==> src/rtl/core/ets_pkg.sv <==
// Shared types, constants and the control store for the epoch seconds to calendar block
package ets_pkg;

  // field widths
  localparam int unsigned UnixW   = 32;
  localparam int unsigned YearW   = 7;
  localparam int unsigned MonthW  = 4;
  localparam int unsigned DayW    = 5;
  localparam int unsigned HourW   = 5;
  localparam int unsigned MinW    = 6;
  localparam int unsigned SecW    = 6;
  localparam int unsigned WdayW   = 3;
  localparam int unsigned DaysW   = 16;
  localparam int unsigned RemW    = 6;
  localparam int unsigned DivW    = RemW + 1;
  localparam int unsigned StepW   = 4;
  localparam int unsigned YlenW   = 9;
  localparam int unsigned RecipW  = 31;
  localparam int unsigned ProdW   = UnixW + RecipW;

  // calendar constants
  localparam logic [UnixW-1:0]  OffsetY2k    = 32'd946684800;
  localparam logic [DivW-1:0]   SecsPerMin   = 7'd60;
  localparam logic [DivW-1:0]   HoursPerDay  = 7'd24;
  localparam logic [DivW-1:0]   DaysPerWeek  = 7'd7;
  localparam logic [WdayW-1:0]  WdayEpoch    = 3'd6;
  localparam logic [YlenW-1:0]  DaysYear     = 9'd365;
  localparam logic [YlenW-1:0]  DaysLeapYear = 9'd366;
  localparam logic [YearW-1:0]  YearNoLeap   = 7'd100;
  localparam logic [MonthW-1:0] MonthJan     = 4'd1;
  localparam logic [MonthW-1:0] MonthFeb     = 4'd2;
  localparam logic [MonthW-1:0] MonthApr     = 4'd4;
  localparam logic [MonthW-1:0] MonthJun     = 4'd6;
  localparam logic [MonthW-1:0] MonthSep     = 4'd9;
  localparam logic [MonthW-1:0] MonthNov     = 4'd11;
  localparam logic [MonthW-1:0] MonthDec     = 4'd12;

  // reciprocals for the quotient step, exact over the dividend range they see
  // divide by 60: (x >> 2) / 15, dividend below 2^30
  localparam logic [RecipW-1:0] Recip15  = 31'd1145324613;
  localparam int unsigned       Shift15  = 34;
  // divide by 24: (x >> 3) / 3, dividend below 2^29
  localparam logic [RecipW-1:0] Recip3   = 31'd715827883;
  localparam int unsigned       Shift3   = 31;
  // divide by 7: whole days, below 2^16
  localparam logic [RecipW-1:0] Recip7   = 31'd74899;
  localparam int unsigned       Shift7   = 19;

  // datapath operations
  typedef enum logic [3:0] {
    OP_WAIT,
    OP_DIV,
    OP_STORE_SEC,
    OP_STORE_MIN,
    OP_STORE_HR,
    OP_STORE_WD,
    OP_YEAR,
    OP_MONTH,
    OP_EMIT
  } op_e;

  // divisor select for the shared divide step
  typedef enum logic [1:0] {
    DIV_60,
    DIV_24,
    DIV_7
  } div_e;

  // jump conditions
  typedef enum logic [2:0] {
    COND_ALWAYS,
    COND_IN_FIRE,
    COND_YEAR_DONE,
    COND_MONTH_DONE,
    COND_OUT_FREE
  } cond_e;

  typedef logic [StepW-1:0] step_t;

  // program step addresses
  localparam step_t StepWait    = 4'd0;
  localparam step_t StepDivSec  = 4'd1;
  localparam step_t StepSec     = 4'd2;
  localparam step_t StepDivMin  = 4'd3;
  localparam step_t StepMin     = 4'd4;
  localparam step_t StepDivHour = 4'd5;
  localparam step_t StepHour    = 4'd6;
  localparam step_t StepDivWday = 4'd7;
  localparam step_t StepWday    = 4'd8;
  localparam step_t StepYear    = 4'd9;
  localparam step_t StepMonth   = 4'd10;
  localparam step_t StepEmit    = 4'd11;
  localparam step_t StepLast    = StepEmit;

  // one control word: operation, divisor, jump condition and target
  typedef struct packed {
    op_e   op;
    div_e  dsel;
    cond_e cond;
    step_t target;
  } ucode_t;

  // datapath control from the sequencer
  typedef struct packed {
    op_e  op;
    div_e dsel;
    logic load;
  } dp_ctrl_t;

  // datapath status back to the sequencer
  typedef struct packed {
    logic year_done;
    logic month_done;
  } dp_stat_t;

  // one result item
  typedef struct packed {
    logic [YearW-1:0]  year_offset;
    logic [MonthW-1:0] month_number;
    logic [DayW-1:0]   day_of_month;
    logic [HourW-1:0]  hour_value;
    logic [MinW-1:0]   minute_value;
    logic [SecW-1:0]   second_value;
    logic [WdayW-1:0]  weekday;
    logic              in_range;
  } result_t;

  // control store: step on the condition, otherwise hold the step
  function automatic ucode_t ucode_rom(input step_t step);
    ucode_t w;
    case (step)
      StepWait:    w = '{OP_WAIT,      DIV_60, COND_IN_FIRE,    StepDivSec};
      StepDivSec:  w = '{OP_DIV,       DIV_60, COND_ALWAYS,     StepSec};
      StepSec:     w = '{OP_STORE_SEC, DIV_60, COND_ALWAYS,     StepDivMin};
      StepDivMin:  w = '{OP_DIV,       DIV_60, COND_ALWAYS,     StepMin};
      StepMin:     w = '{OP_STORE_MIN, DIV_60, COND_ALWAYS,     StepDivHour};
      StepDivHour: w = '{OP_DIV,       DIV_24, COND_ALWAYS,     StepHour};
      StepHour:    w = '{OP_STORE_HR,  DIV_24, COND_ALWAYS,     StepDivWday};
      StepDivWday: w = '{OP_DIV,       DIV_7,  COND_ALWAYS,     StepWday};
      StepWday:    w = '{OP_STORE_WD,  DIV_7,  COND_ALWAYS,     StepYear};
      StepYear:    w = '{OP_YEAR,      DIV_60, COND_YEAR_DONE,  StepMonth};
      StepMonth:   w = '{OP_MONTH,     DIV_60, COND_MONTH_DONE, StepEmit};
      StepEmit:    w = '{OP_EMIT,      DIV_60, COND_OUT_FREE,   StepWait};
      default:     w = '{OP_WAIT,      DIV_60, COND_ALWAYS,     StepWait};
    endcase
    return w;
  endfunction

  function automatic logic [DivW-1:0] div_value(input div_e sel);
    logic [DivW-1:0] v;
    case (sel)
      DIV_60:  v = SecsPerMin;
      DIV_24:  v = HoursPerDay;
      DIV_7:   v = DaysPerWeek;
      default: v = SecsPerMin;
    endcase
    return v;
  endfunction

  // days in a month, February lengthened in a leap year
  function automatic logic [DayW-1:0] month_len(input logic [MonthW-1:0] mon, input logic leap);
    logic [DayW-1:0] len;
    case (mon) inside
      MonthFeb:                             len = leap ? 5'd29 : 5'd28;
      MonthApr, MonthJun, MonthSep, MonthNov: len = 5'd30;
      default:                              len = 5'd31;
    endcase
    return len;
  endfunction

endpackage

==> src/rtl/core/ets_intf.sv <==
// Valid/ready channel interfaces for timestamps in and calendar results out
interface ets_in_if import ets_pkg::*; ();
  logic             valid;
  logic             ready;
  logic [UnixW-1:0] unix_seconds;

  modport source (output valid, output unix_seconds, input ready);
  modport sink   (input valid, input unix_seconds, output ready);
endinterface

interface ets_out_if import ets_pkg::*; ();
  logic              valid;
  logic              ready;
  logic [YearW-1:0]  year_offset;
  logic [MonthW-1:0] month_number;
  logic [DayW-1:0]   day_of_month;
  logic [HourW-1:0]  hour_value;
  logic [MinW-1:0]   minute_value;
  logic [SecW-1:0]   second_value;
  logic [WdayW-1:0]  weekday;
  logic              in_range;

  modport source (output valid, output year_offset, output month_number, output day_of_month,
                  output hour_value, output minute_value, output second_value,
                  output weekday, output in_range, input ready);
  modport sink   (input valid, input year_offset, input month_number, input day_of_month,
                  input hour_value, input minute_value, input second_value,
                  input weekday, input in_range, output ready);
endinterface

==> src/rtl/core/ets_dp.sv <==
// Datapath: shared reciprocal divider, year and month walkers and field registers
module ets_dp import ets_pkg::*; (
  input  logic             clk_i,
  input  logic             rst_ni,
  input  dp_ctrl_t         ctrl_i,
  input  logic [UnixW-1:0] unix_i,
  output dp_stat_t         stat_o,
  output result_t          res_o
);

  logic [UnixW-1:0]  num_q, num_d;
  logic [UnixW-1:0]  quot_q, quot_d;
  logic [SecW-1:0]   sec_q, sec_d;
  logic [MinW-1:0]   min_q, min_d;
  logic [HourW-1:0]  hr_q, hr_d;
  logic [WdayW-1:0]  wd_q, wd_d;
  logic [DaysW-1:0]  days_q, days_d;
  logic [YearW-1:0]  yoff_q, yoff_d;
  logic [MonthW-1:0] mon_q, mon_d;
  logic              range_q, range_d;

  logic [UnixW:0]    in_diff;
  logic              in_ge;
  logic [UnixW-1:0]  mul_a;
  logic [RecipW-1:0] mul_m;
  logic [ProdW-1:0]  prod;
  logic [UnixW-1:0]  quot;
  logic [DivW-1:0]   divisor;
  logic [UnixW-1:0]  back;
  logic [UnixW-1:0]  rem_full;
  logic [RemW-1:0]   rem;
  logic              leap;
  logic [YlenW-1:0]  year_len;
  logic [DayW-1:0]   mon_len;
  logic              year_done;
  logic              month_done;

  // epoch shift, borrow tells whether the input is before 2000
  assign in_diff = {1'b0, unix_i} - {1'b0, OffsetY2k};
  assign in_ge   = ~in_diff[UnixW];

  // quotient step: pre-shift and reciprocal for the selected divisor
  always_comb begin
    case (ctrl_i.dsel)
      DIV_24: begin
        mul_a = {3'b000, num_q[UnixW-1:3]};
        mul_m = Recip3;
      end
      DIV_7: begin
        mul_a = num_q;
        mul_m = Recip7;
      end
      default: begin
        mul_a = {2'b00, num_q[UnixW-1:2]};
        mul_m = Recip15;
      end
    endcase
  end

  assign prod = {{RecipW{1'b0}}, mul_a} * {{UnixW{1'b0}}, mul_m};

  always_comb begin
    case (ctrl_i.dsel)
      DIV_24:  quot = prod[Shift3 +: UnixW];
      DIV_7:   quot = prod[Shift7 +: UnixW];
      default: quot = {{(UnixW-(ProdW-Shift15)){1'b0}}, prod[ProdW-1:Shift15]};
    endcase
  end

  // remainder step: dividend less quotient times divisor
  assign divisor  = div_value(ctrl_i.dsel);
  assign back     = quot_q * {{(UnixW-DivW){1'b0}}, divisor};
  assign rem_full = num_q - back;
  assign rem      = rem_full[RemW-1:0];

  // leap rule over 2000..2106: every fourth year except 2100
  assign leap      = (yoff_q[1:0] == 2'd0) && (yoff_q != YearNoLeap);
  assign year_len  = leap ? DaysLeapYear : DaysYear;
  assign year_done = (days_q < {{(DaysW-YlenW){1'b0}}, year_len});
  assign mon_len   = month_len(mon_q, leap);
  assign month_done = (mon_q == MonthDec) || (days_q < {{(DaysW-DayW){1'b0}}, mon_len});

  // next-value logic per operation
  always_comb begin
    num_d   = num_q;
    quot_d  = quot_q;
    sec_d   = sec_q;
    min_d   = min_q;
    hr_d    = hr_q;
    wd_d    = wd_q;
    days_d  = days_q;
    yoff_d  = yoff_q;
    mon_d   = mon_q;
    range_d = range_q;
    case (ctrl_i.op)
      OP_WAIT: begin
        if (ctrl_i.load) begin
          range_d = in_ge;
          num_d   = in_ge ? in_diff[UnixW-1:0] : '0;
        end
      end
      OP_DIV: begin
        quot_d = quot;
      end
      OP_STORE_SEC: begin
        sec_d = rem;
        num_d = quot_q;
      end
      OP_STORE_MIN: begin
        min_d = rem;
        num_d = quot_q;
      end
      OP_STORE_HR: begin
        hr_d   = rem[HourW-1:0];
        days_d = quot_q[DaysW-1:0];
        num_d  = quot_q;
      end
      OP_STORE_WD: begin
        // (r + 6) mod 7 for r in 0..6
        wd_d   = (rem[WdayW-1:0] == 3'd0) ? WdayEpoch : (rem[WdayW-1:0] - 3'd1);
        yoff_d = '0;
        mon_d  = MonthJan;
      end
      OP_YEAR: begin
        if (!year_done) begin
          days_d = days_q - {{(DaysW-YlenW){1'b0}}, year_len};
          yoff_d = yoff_q + 1'b1;
        end
      end
      OP_MONTH: begin
        if (!month_done) begin
          days_d = days_q - {{(DaysW-DayW){1'b0}}, mon_len};
          mon_d  = mon_q + 1'b1;
        end
      end
      default: ;
    endcase
  end

  // working and field registers
  always_ff @(posedge clk_i or negedge rst_ni) begin
    if (!rst_ni) begin
      num_q   <= '0;
      quot_q  <= '0;
      sec_q   <= '0;
      min_q   <= '0;
      hr_q    <= '0;
      wd_q    <= WdayEpoch;
      days_q  <= '0;
      yoff_q  <= '0;
      mon_q   <= MonthJan;
      range_q <= 1'b0;
    end else begin
      num_q   <= num_d;
      quot_q  <= quot_d;
      sec_q   <= sec_d;
      min_q   <= min_d;
      hr_q    <= hr_d;
      wd_q    <= wd_d;
      days_q  <= days_d;
      yoff_q  <= yoff_d;
      mon_q   <= mon_d;
      range_q <= range_d;
    end
  end

  // status and assembled result
  assign stat_o.year_done  = year_done;
  assign stat_o.month_done = month_done;

  assign res_o.year_offset  = yoff_q;
  assign res_o.month_number = mon_q;
  assign res_o.day_of_month = days_q[DayW-1:0] + 1'b1;
  assign res_o.hour_value   = hr_q;
  assign res_o.minute_value = min_q;
  assign res_o.second_value = sec_q;
  assign res_o.weekday      = wd_q;
  assign res_o.in_range     = range_q;

endmodule

==> src/rtl/core/epoch_seconds_to_calendar.sv <==
// Top level: microcoded converter from Unix seconds to calendar date, time and weekday
//
// Takes one Unix timestamp per transfer and gives one result: years since 2000, month,
// day, hour, minute, second, weekday (0 = Sunday) and an in_range flag. Inputs before
// 2000-01-01 give 2000-01-01 00:00:00, weekday 6, in_range 0. A twelve-step program
// in a control store drives one shared divider by a constant: each of the divisions by
// 60, 60, 24 and 7 takes a quotient step (multiply by a fixed reciprocal and shift) and
// a remainder step, and then walks whole days one year and one month per cycle. The
// last step waits while the output register still holds a result that has not been
// taken. The input is ready again the cycle after the result is loaded into the output
// register, so the next timestamp can be taken while a result still waits there.
module epoch_seconds_to_calendar import ets_pkg::*; (
  input  logic      clk_i,
  input  logic      rst_ni,
  ets_in_if.sink    in_i,
  ets_out_if.source out_o
);

  step_t    pc_q, pc_d;
  ucode_t   uword;
  dp_ctrl_t dp_ctrl;
  dp_stat_t dp_stat;
  result_t  dp_res;
  result_t  out_q;
  logic     out_valid_q, out_valid_d;
  logic     in_fire;
  logic     out_free;
  logic     cond_ok;

  // control word of the current step
  assign uword = ucode_rom(pc_q);

  assign in_i.ready = (uword.op == OP_WAIT);
  assign in_fire    = in_i.valid && in_i.ready;
  assign out_free   = !out_valid_q || out_o.ready;

  assign dp_ctrl.op   = uword.op;
  assign dp_ctrl.dsel = uword.dsel;
  assign dp_ctrl.load = in_fire;

  ets_dp u_dp (
    .clk_i  (clk_i),
    .rst_ni (rst_ni),
    .ctrl_i (dp_ctrl),
    .unix_i (in_i.unix_seconds),
    .stat_o (dp_stat),
    .res_o  (dp_res)
  );

  // jump condition select
  always_comb begin
    case (uword.cond)
      COND_ALWAYS:     cond_ok = 1'b1;
      COND_IN_FIRE:    cond_ok = in_fire;
      COND_YEAR_DONE:  cond_ok = dp_stat.year_done;
      COND_MONTH_DONE: cond_ok = dp_stat.month_done;
      COND_OUT_FREE:   cond_ok = out_free;
      default:         cond_ok = 1'b1;
    endcase
  end

  // step counter
  assign pc_d = cond_ok ? uword.target : pc_q;

  // output register handshake
  always_comb begin
    out_valid_d = out_valid_q;
    if (uword.op == OP_EMIT && out_free) begin
      out_valid_d = 1'b1;
    end else if (out_o.ready) begin
      out_valid_d = 1'b0;
    end
  end

  always_ff @(posedge clk_i or negedge rst_ni) begin
    if (!rst_ni) begin
      pc_q        <= StepWait;
      out_valid_q <= 1'b0;
    end else begin
      pc_q        <= pc_d;
      out_valid_q <= out_valid_d;
    end
  end

  // result payload
  always_ff @(posedge clk_i) begin
    if (uword.op == OP_EMIT && out_free) begin
      out_q <= dp_res;
    end
  end

  assign out_o.valid        = out_valid_q;
  assign out_o.year_offset  = out_q.year_offset;
  assign out_o.month_number = out_q.month_number;
  assign out_o.day_of_month = out_q.day_of_month;
  assign out_o.hour_value   = out_q.hour_value;
  assign out_o.minute_value = out_q.minute_value;
  assign out_o.second_value = out_q.second_value;
  assign out_o.weekday      = out_q.weekday;
  assign out_o.in_range     = out_q.in_range;

  // checks on the sequencer and the result
  a_pc_in_program: assert property (@(posedge clk_i) disable iff (!rst_ni)
    pc_q <= StepLast)
    else $error("step counter left the program");

  a_emit_loads: assert property (@(posedge clk_i) disable iff (!rst_ni)
    (uword.op == OP_EMIT && out_free) |=> out_o.valid)
    else $error("result not presented after emit");

  a_early_epoch: assert property (@(posedge clk_i) disable iff (!rst_ni)
    (uword.op == OP_EMIT && !dp_res.in_range) |->
      (dp_res.year_offset == '0 && dp_res.month_number == MonthJan &&
       dp_res.day_of_month == 5'd1 && dp_res.hour_value == '0 &&
       dp_res.weekday == WdayEpoch))
    else $error("input before 2000 did not give the epoch");

  a_fields_legal: assert property (@(posedge clk_i) disable iff (!rst_ni)
    (uword.op == OP_EMIT) |->
      (dp_res.month_number >= MonthJan && dp_res.month_number <= MonthDec &&
       dp_res.day_of_month != '0 && dp_res.hour_value < 5'd24 &&
       dp_res.weekday < 3'd7))
    else $error("calendar field out of range at emit");

endmodule
==> src/flat_wrapper.sv <==
// flat-port wrapper written by rule: the top's interface ports become plain ports
module epoch_seconds_to_calendar_flat import ets_pkg::*;
  (clk_i, rst_ni, in_i_valid, in_i_unix_seconds, in_i_ready, out_o_valid, out_o_year_offset, out_o_month_number, out_o_day_of_month, out_o_hour_value, out_o_minute_value, out_o_second_value, out_o_weekday, out_o_in_range, out_o_ready);
  ets_in_if in_i_i ();
  ets_out_if out_o_i ();
  input  logic clk_i;
  input  logic rst_ni;
  input wire logic [$bits(in_i_i.valid)-1:0] in_i_valid;
  input wire logic [$bits(in_i_i.unix_seconds)-1:0] in_i_unix_seconds;
  output wire logic [$bits(in_i_i.ready)-1:0] in_i_ready;
  output wire logic [$bits(out_o_i.valid)-1:0] out_o_valid;
  output wire logic [$bits(out_o_i.year_offset)-1:0] out_o_year_offset;
  output wire logic [$bits(out_o_i.month_number)-1:0] out_o_month_number;
  output wire logic [$bits(out_o_i.day_of_month)-1:0] out_o_day_of_month;
  output wire logic [$bits(out_o_i.hour_value)-1:0] out_o_hour_value;
  output wire logic [$bits(out_o_i.minute_value)-1:0] out_o_minute_value;
  output wire logic [$bits(out_o_i.second_value)-1:0] out_o_second_value;
  output wire logic [$bits(out_o_i.weekday)-1:0] out_o_weekday;
  output wire logic [$bits(out_o_i.in_range)-1:0] out_o_in_range;
  input wire logic [$bits(out_o_i.ready)-1:0] out_o_ready;
  assign in_i_i.valid = in_i_valid;
  assign in_i_i.unix_seconds = in_i_unix_seconds;
  assign in_i_ready = in_i_i.ready;
  assign out_o_valid = out_o_i.valid;
  assign out_o_year_offset = out_o_i.year_offset;
  assign out_o_month_number = out_o_i.month_number;
  assign out_o_day_of_month = out_o_i.day_of_month;
  assign out_o_hour_value = out_o_i.hour_value;
  assign out_o_minute_value = out_o_i.minute_value;
  assign out_o_second_value = out_o_i.second_value;
  assign out_o_weekday = out_o_i.weekday;
  assign out_o_in_range = out_o_i.in_range;
  assign out_o_i.ready = out_o_ready;
  epoch_seconds_to_calendar u_core (.clk_i(clk_i), .rst_ni(rst_ni), .in_i(in_i_i), .out_o(out_o_i));
endmodule
==> config.mk <==
export PLATFORM = sky130hd
export DESIGN_NAME = epoch_seconds_to_calendar_flat
export DESIGN_NICKNAME = d
export VERILOG_FILES = /design/src/rtl/core/ets_pkg.sv /design/src/rtl/core/ets_intf.sv /design/src/rtl/core/ets_dp.sv /design/src/rtl/core/epoch_seconds_to_calendar.sv /design/src/flat_wrapper.sv
export SDC_FILE = /design/constraint.sdc
export NUM_CORES = 2
export LEC_CHECK = 0
export BUFFER_PORTS_ARGS = -buffer_cell sky130_fd_sc_hd__buf_2
export CAP_MARGIN = 25
export CORE_MARGIN = 2
export CORE_UTILIZATION = 44
export DETAILED_ROUTE_END_ITERATION = 7
export GPL_TIMING_DRIVEN = 0
export SLEW_MARGIN = 20
export SYNTH_ARGS = -nofsm -noshare
export SYNTH_HDL_FRONTEND = slang
export SYNTH_SLANG_ARGS = --single-unit
==> constraint.sdc <==
create_clock -name clk_i -period 12.45 [get_ports clk_i]
set_clock_uncertainty 0.1 [all_clocks]
set_input_delay 1.8675 -clock clk_i [delete_from_list [all_inputs] [get_ports clk_i]]
set_output_delay 1.8675 -clock clk_i [all_outputs]
set_load 0.05 [all_outputs]
==> flow_summary.yaml <==
cts:
  cts_buffer_depth: 2
  cts_inserted_buffers: 17
  tritoncts: "yes"
  cts.htree.levels: 4
  clock_pin_transition_on_the_worst_setup_and_hold_timing_paths_ns: 0.07
  worst_skew_pair.late_latency_ns: 0.44
  clock_sinks: 154
  clock-root-buffer: "sky130_fd_sc_hd__clkbuf_16"
logic_synthesis:
  synthMuxAreaShare: 0.00546
  synth_seq_cells: 154
  synth.cell_area_sq_um: 33400
  synth-xor-area-share: 0.0230
  post_synth_main_area_contributors: "sky130_fd_sc_hd__fa_1 (39%), sky130_fd_sc_hd__ha_1 (16%), sky130_fd_sc_hd__inv_1 (9.3%)"
  dominantRegCellSynth: "sky130_fd_sc_hd__dfrtp_1"
  synthArstFlopShare: 0.760
  syn_inst: 3458
  synth_compound_gate_area_share: 0.112
  number_of_flops_mapped_to_enable_cells_by_yosys: 37
  netlist.top_cell.by_area: "sky130_fd_sc_hd__fa_1"
  synth.avg_cell_area_sq_um: 9.67
  yosysSeqAreaShare: 0.121
  yosysUniqueCellTypes: 84
  synth-warning-count: 0
  yosys.area_share.simple: 0.0867
  synthesis.nets: 4570
  synth.top_cell.area_share: 0.388
  synthAdderAreaFrac: 0.548
  dominant_combinational_cell_family_by_area_after_synthesis: "adder cells"
sta:
  setup_viol_count_final: 0
  max_slew.worst_pin.slew_ns: 1.15
  layout_min_cycle_time_ns: 12.08
  slew_viol_final: 0
  layout_worst_path_cycle_share: 0.970
  maxClockFrequency_mhz: 82.8
  finalHoldViolations: 0
  setup-tns-final_ns: 0
  relSlewSlack: 0.233
  grt_setup_unrepaired: "false"
  timing.final.ws_setup_ns: 0.371
drt:
  antenna_left: 0
  wirelength_microns: 111000
  drt_drc_violations_left: 0
  viasPerCell: 5.57
  dr_total_vias: 25400
  detailedRoute.firstIterationViolations: 2458
  route.detailed.wl_per_inst_microns: 24.3
  drt-pass1-iter-count: 7
cells_and_area:
  area.sequential_sq_um: 4040
  layout.cells.most_common_list: "sky130_fd_sc_hd__inv_1 (828), sky130_fd_sc_hd__fa_1 (648), sky130_fd_sc_hd__ha_1 (428)"
  multi_input_comb_area_sq_um: 26100
  drive_gt1_frac: 0.0615
  filler_cell_count: 7315
  diodes: 0
  flow.area_growth_from_synthesis_pct: 7.51
  num-nets-final: 4676
  final_common_cell: "sky130_fd_sc_hd__inv_1"
die:
  boundaryPins: 75
  chipHeight_microns: 280
  core_sq_um: 75600
  initial_utilization: 0.443
  rows: 101
  die_area_sq_um: 78200
  die_width_microns: 280
setup_path:
  worstReg2RegEnd: "u_core.u_dp.quot_q[24]"
  critical_path.max_fanout: 10
  critical_path_most_common_cell: "sky130_fd_sc_hd__fa_1"
  critPathKind: "reg -> reg"
  critical_path.reg2reg.startpoint: "u_core.pc_q[2]"
  cpMaxStageDelayCell: "sky130_fd_sc_hd__nor2_1"
  r2r_setup_slack_ns: 0.37
  cpPeakStageDelay_ns: 0.82
  ff2ff_path_depth: 32
  setup.worst_path.end_class: "flop"
  worst_ep_arrival_time_ns: 12.28
  timing.critical_path.required_ns: 12.65
  worstSetupStartpointType: "flop"
global_route:
  grt_start_max_net_pins: 93
  gr-usage-all-layers: 0.290
  grt_pass1_vias: 26200
  initial_antenna_violation_count: 1
  globalRouteOverflowTotal: 0
  global_route_wire_length_before_repair_microns: 166000
placed_design:
  place_ws_ns: -1.42
  placement.io_buffers: 74
  routability_cong: 0.979
  post-dp-hpwl_microns: 97200
min_path:
  worst_hold_stages: 0
  hold_worst_path_end: "u_core.out_o.minute_value[4]"
  hold_path_startpoint: "u_core.u_dp.min_q[4]"
  hold_class: "reg -> reg"
job:
  max_cap_violations: 0
outcome:
  outcome: "finished clean"
## kinds of logic (layout without fill, tap and decap cells)
kind of cell / Yosys count / in the layout
fa+ha+maj: 1076 / 1076
buf+inv: 915 / 1034
simple gates: 633 / 633
compound gates: 574 / 574
flops: 154 / 154
xor+xnor: 87 / 87
mux: 17 / 17
other cells: 2 / 2
## per-layer routing
layer | GRT usage | vias to the layer above | wire length, microns
met5 | 0 | - | 0
met4 | 0.131 | 0 | 6060
met3 | 0.0399 | 219 | 7260
met2 | 0.470 | 957 | 51700
met1 | 0.389 | 12900 | 45800
li1 | - | 11300 | -
## sequential cells by signal, indices dropped and copies added (netlist names)
signal,flops
u_core.u_dp.wd_q,3
u_core.out_o.valid,1
u_core.out_o.month_number,4
u_core.out_o.second_value,6
u_core.out_o.minute_value,6
u_core.u_dp.mon_q,4
u_core.out_o.in_range,1
u_core.pc_q,4
u_core.u_dp.num_q,32
u_core.u_dp.range_q,1
u_core.u_dp.hr_q,5
u_core.u_dp.min_q,6
u_core.u_dp.yoff_q,7
u_core.out_o.day_of_month,5
u_core.out_o.year_offset,7
u_core.u_dp.quot_q,32
u_core.out_o.weekday,3
u_core.u_dp.days_q,16
u_core.out_o.hour_value,5
u_core.u_dp.sec_q,6
## cell type report
class	count	area share
well taps	978	0.0340
clock inverters	14	0.00306
inverters	829	0.0866
repair buffers	87	0.0147
plain buffers	86	0.0103
clock buffers	18	0.0119
flip-flops and latches	154	0.112
multi-input cells	2389	0.727
## per-stage QoR
step / instances / area (sq um) / utilization / hold WS, ns
2_1_floorplan: 3458 / 33400 / - / 0.319
3_3_place_gp: 4510 / 35000 / 0.464 / 0.326
3_5_place_dp: 4518 / 35200 / 0.466 / 0.333
4_1_cts: 4550 / 35800 / 0.474 / 0.349
5_1_grt: 4555 / 36000 / 0.476 / 0.362
6_report: 4555 / 36000 / 0.476 / 0.347
## critical path, delay by kind of cell, from the launching register on
family | cells | cell delay, ns
DFF | 1 | 0.43
and+or+nand+nor | 7 | 2.45
AOI/OAI and AO/OA | 8 | 2.69
buffers and inverters | 7 | 1.57
adders and majority gates | 10 | 4.68
## worst max-delay path by stage
stage	startpoint	endpoint	cells after the start
2_1_floorplan	u_core.pc_q[0]	u_core.u_dp.quot_q[22]	35
4_1_cts	u_core.pc_q[2]	u_core.u_dp.quot_q[28]	34
6_report	u_core.pc_q[2]	u_core.u_dp.quot_q[24]	32
3_5_place_dp	u_core.pc_q[2]	u_core.u_dp.quot_q[30]	35
5_1_grt	u_core.pc_q[2]	u_core.u_dp.quot_q[28]	32
3_3_place_gp	u_core.pc_q[2]	u_core.u_dp.quot_q[30]	35
## Yosys cell counts (all sizes together), types with 6 or more instances
library cell and count:
nand4 32, nor2 170, and2 16, a21boi 6, a22o 13, o31ai 15, dfrtp 114, mux2i 7
a21o 31, inv 828, and4 6, buf 21, nand3 37, o21bai 14, nand2b 20, a21oi 159
o21a 14, clkbuf 65, a31oi 15, a221oi 15, and3 14, nor3 30, o21ai 130, nand2 241
o221ai 7, fa 648, a22oi 52, o211ai 23, or3 16, o22ai 11, nor2b 16, mux2 10
edfxtp 37, nor4 10, xor2 33, a211oi 11, xnor2 54, or2 11, ha 428
## repair_timing
| action | 4_1_cts | 5_1_grt |
|---|---|---|
| setup buffers | 0 | 4 |
| setup endpoints to repair | 32 | 30 |
| endpoints found under the hold margin | 0 | 0 |
| pin swaps | 0 | 2 |
| resized for setup | 26 | 20 |
| cloned | 0 | 0 |
| hold buffers | 0 | 0 |
Power is not shown: default switching activity piles up to over one toggle a cycle in this logic, so the estimate is an artifact.
